<file path="src/rtl/core/csvfs_pkg.sv">
`default_nettype none
package csvfs_pkg;

  localparam logic [7:0] QUOTE_BYTE   = 8'h22;
  localparam logic [7:0] NEWLINE_BYTE = 8'h0A;
  localparam logic [7:0] NUL_BYTE     = 8'h00;
  localparam logic [15:0] LENGTH_MAX  = 16'hFFFF;

  localparam logic [1:0] STATUS_OK       = 2'd0;
  localparam logic [1:0] STATUS_MISMATCH = 2'd1;
  localparam logic [1:0] STATUS_END      = 2'd2;

  localparam logic [1:0] REG_DELIMITER    = 2'd0;
  localparam logic [1:0] REG_FIRST_COLUMN = 2'd1;
  localparam logic [1:0] REG_LAST_COLUMN  = 2'd2;
  localparam logic [1:0] REG_ALL_COLUMNS  = 2'd3;

  typedef struct packed {
    logic [7:0] data_byte;
    logic       end_of_data;
  } in_item_t;

  typedef struct packed {
    logic [15:0] row_number;
    logic [7:0]  column_number;
    logic [31:0] field_offset;
    logic [15:0] field_length;
    logic        selected;
    logic        row_end;
    logic [1:0]  status;
  } out_item_t;

  typedef struct packed {
    logic [7:0] delimiter;
    logic [7:0] first_column;
    logic [7:0] last_column;
    logic       all_columns;
  } cfg_t;

endpackage
`default_nettype wire

</file>
<file path="src/rtl/core/csvfs_tokenizer.sv">
`default_nettype none
module csvfs_tokenizer #(
  parameter int MAX_COLUMNS   = 256,
  parameter int MAX_ROW_COUNT = 65536,
  parameter int OFFSET_BITS   = 32
) (
  input  wire logic               clk,
  input  wire logic               rst,
  input  wire logic               fire,
  input  wire csvfs_pkg::in_item_t item,
  input  wire csvfs_pkg::cfg_t     cfg,
  output logic                    has_result,
  output csvfs_pkg::out_item_t    result
);
  import csvfs_pkg::*;

  localparam int COL_W = $clog2(MAX_COLUMNS);
  localparam int ROW_W = $clog2(MAX_ROW_COUNT);
  localparam int CMP_W = COL_W + 8;
  localparam logic [COL_W-1:0] COL_LAST = COL_W'(MAX_COLUMNS - 1);
  localparam logic [ROW_W-1:0] ROW_LAST = ROW_W'(MAX_ROW_COUNT - 1);

  logic                   quote_open;
  logic [COL_W-1:0]       column_index;
  logic [ROW_W-1:0]       row_index;
  logic [COL_W:0]         columns_per_row;
  logic [OFFSET_BITS-1:0] stream_offset;
  logic [OFFSET_BITS-1:0] field_start;
  logic [15:0]            field_bytes;

  logic                   is_nul;
  logic                   is_nl;
  logic                   is_quote;
  logic                   is_delim;
  logic                   ends;
  logic                   eod;
  logic [OFFSET_BITS-1:0] offset_next;
  logic [15:0]            bytes_next;
  logic [COL_W:0]         column_count;
  logic [COL_W:0]         columns_per_row_next;
  logic                   mismatch;
  logic                   selected;
  logic [CMP_W-1:0]       col_cmp;
  logic [ROW_W+15:0]      row_ext;
  logic [COL_W+7:0]       col_ext;
  logic [OFFSET_BITS+31:0] start_ext;
  logic [OFFSET_BITS+31:0] offset_ext;

  assign eod      = item.end_of_data;
  assign is_nul   = item.data_byte == NUL_BYTE;
  assign is_nl    = item.data_byte == NEWLINE_BYTE;
  assign is_quote = item.data_byte == QUOTE_BYTE;
  assign is_delim = (item.data_byte == cfg.delimiter) && !quote_open && !is_nul && !is_nl
                    && !is_quote;
  assign ends     = !eod && (is_nul || is_nl || is_delim);

  assign offset_next = stream_offset + OFFSET_BITS'(~&stream_offset);
  assign bytes_next  = field_bytes + 16'(field_bytes != LENGTH_MAX);

  assign column_count         = {1'b0, column_index} + (COL_W + 1)'(1);
  assign columns_per_row_next = (columns_per_row == '0) ? column_count : columns_per_row;
  assign mismatch             = column_count != columns_per_row_next;

  assign col_cmp  = CMP_W'(column_index);
  assign selected = (col_cmp >= CMP_W'(cfg.first_column))
                    && (cfg.all_columns || (col_cmp <= CMP_W'(cfg.last_column)));

  assign row_ext    = (ROW_W + 16)'(row_index);
  assign col_ext    = (COL_W + 8)'(column_index);
  assign start_ext  = (OFFSET_BITS + 32)'(field_start);
  assign offset_ext = (OFFSET_BITS + 32)'(stream_offset);

  assign has_result = eod || ends;

  always_comb begin
    result               = '0;
    result.row_number    = row_ext[15:0];
    result.column_number = col_ext[7:0];
    if (eod) begin
      result.field_offset = offset_ext[31:0];
      result.status       = STATUS_END;
    end else begin
      result.field_offset = start_ext[31:0];
      result.field_length = bytes_next;
      result.selected     = selected;
      result.row_end      = is_nl;
      result.status       = (is_nl && mismatch) ? STATUS_MISMATCH : STATUS_OK;
    end
  end

  always_ff @(posedge clk) begin
    if (rst) begin
      quote_open      <= 1'b0;
      column_index    <= '0;
      row_index       <= '0;
      columns_per_row <= '0;
      stream_offset   <= '0;
      field_start     <= '0;
      field_bytes     <= '0;
    end else if (fire) begin
      if (eod) begin
        field_bytes <= '0;
        quote_open  <= 1'b0;
        field_start <= stream_offset;
      end else begin
        stream_offset <= offset_next;
        if (ends) begin
          field_start <= offset_next;
          field_bytes <= '0;
          quote_open  <= 1'b0;
          if (is_nl) begin
            column_index    <= '0;
            columns_per_row <= columns_per_row_next;
            if (row_index != ROW_LAST) begin
              row_index <= row_index + ROW_W'(1);
            end
          end else if (column_index != COL_LAST) begin
            column_index <= column_index + COL_W'(1);
          end
        end else begin
          field_bytes <= bytes_next;
          if (is_quote) begin
            quote_open <= ~quote_open;
          end
        end
      end
    end
  end

endmodule
`default_nettype wire

</file>
<file path="src/rtl/core/csv_field_splitter_core.sv">
`default_nettype none
// Delimited-text field splitter, one byte per request.
// Input channel: in_valid / in_stall carry one byte or an end-of-data mark.
// Output channel: out_valid / out_stall carry one record per finished field
// (row, column, start offset, length with terminator, window select, row end,
// status) and one record with end status for each end-of-data request.
// Bytes that do not close a field produce no output request.
// Configuration: cfg_write with cfg_index and cfg_data sets the delimiter and
// the column window; write only while the block is idle.
// A request taken on the input channel waits in the input register, then its
// result is loaded into the result register that drives out_*.
// Throughput: one byte per cycle, sustained, as long as out_stall stays low.
// When the receiver stalls, the result register holds; bytes that close no
// field keep flowing, and the next field-closing request waits in the input
// register with in_stall high until the result register is taken.
// Reset clears all counters, the learned column count and the quote flag, and sets
// the configuration to defaults (delimiter comma, whole window selected); both channels empty.
module csv_field_splitter_core #(
  parameter int MAX_COLUMNS   = 256,
  parameter int MAX_ROW_COUNT = 65536,
  parameter int OFFSET_BITS   = 32
) (
  input  wire logic                clk,
  input  wire logic                rst,
  input  wire logic                in_valid,
  output logic                     in_stall,
  input  wire csvfs_pkg::in_item_t in_data,
  output logic                     out_valid,
  input  wire logic                out_stall,
  output csvfs_pkg::out_item_t     out_data,
  input  wire logic                cfg_write,
  input  wire logic [1:0]          cfg_index,
  input  wire logic [7:0]          cfg_data
);
  import csvfs_pkg::*;

  cfg_t      cfg;
  logic      s1_valid;
  in_item_t  s1_item;
  logic      s1_adv;
  logic      out_free;
  logic      has_result;
  out_item_t result;

  assign out_free = !out_valid || !out_stall;
  assign s1_adv   = s1_valid && (!has_result || out_free);
  assign in_stall = s1_valid && !s1_adv;

  csvfs_tokenizer #(
    .MAX_COLUMNS  (MAX_COLUMNS),
    .MAX_ROW_COUNT(MAX_ROW_COUNT),
    .OFFSET_BITS  (OFFSET_BITS)
  ) u_tokenizer (
    .clk       (clk),
    .rst       (rst),
    .fire      (s1_adv),
    .item      (s1_item),
    .cfg       (cfg),
    .has_result(has_result),
    .result    (result)
  );

  always_ff @(posedge clk) begin
    if (rst) begin
      cfg.delimiter    <= 8'd44;
      cfg.first_column <= 8'd0;
      cfg.last_column  <= 8'd255;
      cfg.all_columns  <= 1'b1;
    end else if (cfg_write) begin
      case (cfg_index)
        REG_DELIMITER:    cfg.delimiter    <= cfg_data;
        REG_FIRST_COLUMN: cfg.first_column <= cfg_data;
        REG_LAST_COLUMN:  cfg.last_column  <= cfg_data;
        REG_ALL_COLUMNS:  cfg.all_columns  <= cfg_data[0];
        default: begin
        end
      endcase
    end
  end

  always_ff @(posedge clk) begin
    if (rst) begin
      s1_valid <= 1'b0;
    end else if (!in_stall) begin
      s1_valid <= in_valid;
    end
  end

  always_ff @(posedge clk) begin
    if (!in_stall && in_valid) begin
      s1_item <= in_data;
    end
  end

  always_ff @(posedge clk) begin
    if (rst) begin
      out_valid <= 1'b0;
    end else if (s1_adv && has_result) begin
      out_valid <= 1'b1;
    end else if (!out_stall) begin
      out_valid <= 1'b0;
    end
  end

  always_ff @(posedge clk) begin
    if (s1_adv && has_result) begin
      out_data <= result;
    end
  end

  a_stall_needs_item: assert property (@(posedge clk) disable iff (rst)
    in_stall |-> s1_valid && has_result && out_valid && out_stall)
    else $error("input stalled without a blocked request");

  a_eod_reaches_output: assert property (@(posedge clk) disable iff (rst)
    s1_adv && s1_item.end_of_data |=> out_valid && out_data.status == STATUS_END)
    else $error("end-of-data request lost");

  a_end_record_empty: assert property (@(posedge clk) disable iff (rst)
    out_valid && out_data.status == STATUS_END |->
      out_data.field_length == '0 && !out_data.selected && !out_data.row_end)
    else $error("end record carries field data");

  a_field_nonempty: assert property (@(posedge clk) disable iff (rst)
    out_valid && out_data.status != STATUS_END |-> out_data.field_length != '0)
    else $error("field record with zero length");

  a_mismatch_at_row_end: assert property (@(posedge clk) disable iff (rst)
    out_valid && out_data.status == STATUS_MISMATCH |-> out_data.row_end)
    else $error("column mismatch outside row end");

endmodule
`default_nettype wire

</file>
<file path="config.mk">
export PLATFORM = sky130hd
export DESIGN_NAME = csv_field_splitter_core
export DESIGN_NICKNAME = d
export VERILOG_FILES = /design/src/rtl/core/csvfs_pkg.sv /design/src/rtl/core/csvfs_tokenizer.sv /design/src/rtl/core/csv_field_splitter_core.sv
export SDC_FILE = /design/constraint.sdc
export NUM_CORES = 1
export LEC_CHECK = 0
export BUFFER_PORTS_ARGS = -buffer_cell sky130_fd_sc_hd__buf_4
export CAP_MARGIN = 20
export CORE_MARGIN = 4
export CORE_UTILIZATION = 42
export CTS_BUF_LIST = sky130_fd_sc_hd__clkbuf_4 sky130_fd_sc_hd__clkbuf_8
export DETAILED_ROUTE_END_ITERATION = 16
export GPL_TIMING_DRIVEN = 1
export PLACE_DENSITY = 0.65
export SYNTH_ARGS = -nofsm -noshare
export SYNTH_HDL_FRONTEND = slang
export SYNTH_SLANG_ARGS = --single-unit
</file>
<file path="constraint.sdc">
create_clock -name clk -period 4.7 [get_ports clk]
set_clock_uncertainty 0.2 [all_clocks]
set_input_delay 0.235 -clock clk [delete_from_list [all_inputs] [get_ports clk]]
set_output_delay 0.235 -clock clk [all_outputs]
set_load 0.02 [all_outputs]
</file>
==> results.py <==
metrics = {
    "power_and_ir_drop": {
        "p_comb_share_pct": 6.2,
        "powerDensity_nw_per_um2": 339.2,
        "internal_power_mw": 3.234,
        "pwr-share-seq_pct": 50.2,
        "clock_power_share_pct": 43.6,
        "switching_share_pct": 23.00,
        "finalPower_mw": 4.200,
        "power_switching_uw": 966.0,
        "leakage_nw": 4.466,
        "ir_worst_vdd_v": 0.0001885,
    },
    "global_routing": {
        "grt_usage_pct": 16.93,
        "antenna_found_initial": 0,
        "grt_pass1_vias": 7323,
        "grt_max_degree": 78,
        "grt_pass1_wl_um": 37400,
        "grt.overflow.total": 0,
    },
    "sta": {
        "slew_violations": 0,
        "worst_pin_slew_ps": 991.1,
        "setup_viol": 0,
        "slew_headroom_pct": 33.72,
        "rsz0062_at_grt": "false",
        "fmax_mhz": 259.4,
        "period_share_pct": 82.01,
        "period_needed_ps": 3855,
        "hold_viol": 0,
        "finalSetupTns_ps": 0,
    },
    "yosys": {
        "post_synth.cell_area_avg_um2": 10.29,
        "yosysWarnings": 0,
        "synth_area_um2": 10190,
        "ys_seq_area_share_pct": 52.77,
        "syn_inst": 990,
        "yosysUniqueCellTypes": 58,
        "synth_ff_type": "dfxtp_1",
        "synth_edf_count": 85,
        "ys_async_sr_fraction_pct": 0,
        "synth_seq_cells": 226,
        "synth_fp_nets": 1036,
    },
    "detailed_routing": {
        "ant_nets": 0,
        "wl_met3_um": 1270,
        "wl_met2_um": 10020,
        "drt_first_pass_iters": 5,
        "wirelength_um": 22760,
        "vias": 7747,
        "highest_layer": "met4",
        "initialDrtViolationCount": 521,
        "drc_errors": 0,
        "detail_route.wl_per_cell_um": 15.47,
        "wl_met1_um": 11020,
        "viasPerCell": 5.266,
    },
    "run": {
        "maxCapViolCount": 0,
    },
    "critical_path": {
        "path_buf_inv": 0,
        "start_kind": "flip-flop",
        "crit_arrival_ps": 4120,
        "worstPathRequired_ps": 4960,
        "slowest_stage": "or3_1",
        "ff2ff_setup_slack_ps": 850,
        "cp_top_family": "simple AND/OR/NAND/NOR gates",
        "critPathMaxStageDelay_ps": 580,
        "crit_chain": "nand4_4, or3_1, nor4_1, nand4_1, ha_1, ha_1, nand3_1, nor3_1, nand3_1, o21ai_0, a21oi_1",
        "path_class": "reg -> reg",
        "end_kind": "flip-flop",
        "cp_max_fo": 21,
    },
    "die": {
        "die_h_um": 163.7,
        "pin_count": 102,
        "rows": 56,
        "dieArea_um2": 26810,
        "initial_core_util_pct": 43.01,
        "core_area_um2": 23680,
        "die_x_um": 163.7,
    },
    "outcome": {
        "status": "finished, final reports clean",
    },
    "clock_tree": {
        "cts_tree": "done",
        "htree_levels": 2,
        "clk_path_buf_depth": 3,
        "cts.sinks": 226,
        "cts_setup_buffers": 0,
        "cts.clk_slew.worst_paths_ps": 60,
        "cts_root_buf": "clkbuf_8",
        "cts_buffers": 39,
        "ctsResizeCount": 0,
        "clkLatencyLatePin_ps": 530,
    },
    "place": {
        "gp_congestion": 0.7867,
        "place_area_um2": 11220,
        "io_buffer_count": 101,
        "dp_hpwl_um": 14990,
        "dp_cells": 1365,
    },
    "final_layout": {
        "final_cells": 1471,
        "drive_gt1_share_pct": 19.18,
        "design_area_um2": 12380,
        "final_nets": 1167,
        "area_growth_pct": 21.55,
        "final_core_util_pct": 52.28,
        "diodes": 0,
    },
    "min_path": {
        "hold_class": "in -> reg",
    },
}
## per-layer routing
metal  vias to the layer above  GRT usage, %
met5                         -             0
met4                         0         5.109
met3                        37         3.714
met2                       193         25.48
li1                       3865             -
met1                      3652         24.48
## power by group through the flow
stage	registers, mW	clock network [mW]	logic (mW)
global placement	2.15	0	0.239
CTS	2.11	1.89	0.264
floorplan	2.18	0	0.119
global route	2.11	1.99	0.287
finish	2.11	1.83	0.261
detailed placement	2.15	0	0.242
## area by class of cell
| cell class | count | area, um2 |
|---|---|---|
| fillers | 2167 | 11300 |
| flip-flops and latches | 226 | 5375 |
| multi-input cells | 685 | 4506 |
| repair buffers | 144 | 1191 |
| clock buffers | 58 | 716.9 |
| well taps | 319 | 399.1 |
| clock inverters | 14 | 98.84 |
| inverters | 25 | 93.84 |
## synthesized netlist by cell type (26+ instances only)
cell type	count	share of area [%]
nand3_1	43	2.1
nor2_1	121	4.5
a211oi_1	34	2.5
clkbuf_1	40	1.5
xnor2_1	29	2.5
edfxtp_1	85	25
dfxtp_1	141	28
nand2_1	67	2.5
o21ai_0	26	1.3
a21oi_1	35	1.7
mux2_2	32	3.5
xor2_1	56	4.8
## final timing paths
check | start | end | depth (start not counted)
worst max register to register | u_tokenizer.stream_offset[8]$_SDFFE_PP0P_ | u_tokenizer.stream_offset[16]$_SDFFE_PP0P_ | 11
worst min-delay path | in_data[8] | s1_item[8]$_DFFE_PP_ | 2
worst min register to register | cfg[2]$_SDFFE_PP1P_ | cfg[2]$_SDFFE_PP1P_ | 2
worst max-delay path | u_tokenizer.stream_offset[8]$_SDFFE_PP0P_ | u_tokenizer.stream_offset[16]$_SDFFE_PP0P_ | 11
## repair_timing
action	4_1_cts	5_1_grt
hold endpoints to repair	53	0
hold buffers	34	0
setup endpoints to repair	0	0
## placed cells by master (no fill, tap or decap), types with 14 or more instances in the layout
master,netlist,layout
or3_1,18,18
nand2_1,67,67
xnor2_1,29,29
buf_4,0,108
mux2i_1,17,17
xor2_1,56,56
ha_1,22,22
nand3_1,43,43
dfxtp_1,141,141
mux2_2,32,32
inv_1,25,25
and3_1,14,14
a211oi_1,34,34
nor3_1,16,16
nand4_1,25,25
nor2_1,121,121
o21ai_0,26,26
a21oi_1,35,34
a22o_1,14,14
edfxtp_1,85,85
clkbuf_8,0,45
dlygate4sd3_1,0,34
## cell families (layout without fill, tap and decap cells)
| family | after synthesis | after routing | synth area share [%] |
|---|---|---|---|
| buffers and inverters | 79 | 241 | 3.108 |
| xor gates and xnor gates | 85 | 85 | 7.309 |
| AOI/OAI and AO/OA | 158 | 158 | 10.61 |
| adders and majority gates | 22 | 22 | 2.702 |
| DFF | 226 | 226 | 52.77 |
| muxes | 49 | 49 | 5.208 |
| and+or+nand+nor | 371 | 371 | 18.29 |
## stage by stage
step | hold slack [ps] | setup slack [ps]
final | 228.0 | 845.5
after global routing | 220.0 | 482.9
after CTS | 190.9 | 847.1
after detailed placement | 222.8 | 869.7
after global placement | 224.2 | 1022
after floorplan | 133.9 | 201.8
## flip-flops by register name, summed over array words and instances (netlist names)
name / count
s1_valid: 1
u_tokenizer.column_index: 8
u_tokenizer.field_start: 32
u_tokenizer.quote_open: 1
u_tokenizer.stream_offset: 32
u_tokenizer.columns_per_row: 9
out_data: 76
u_tokenizer.field_bytes: 16
s1_item: 9
u_tokenizer.row_index: 16
cfg: 25
out_valid: 1
(Power assumes the default switching activity.)
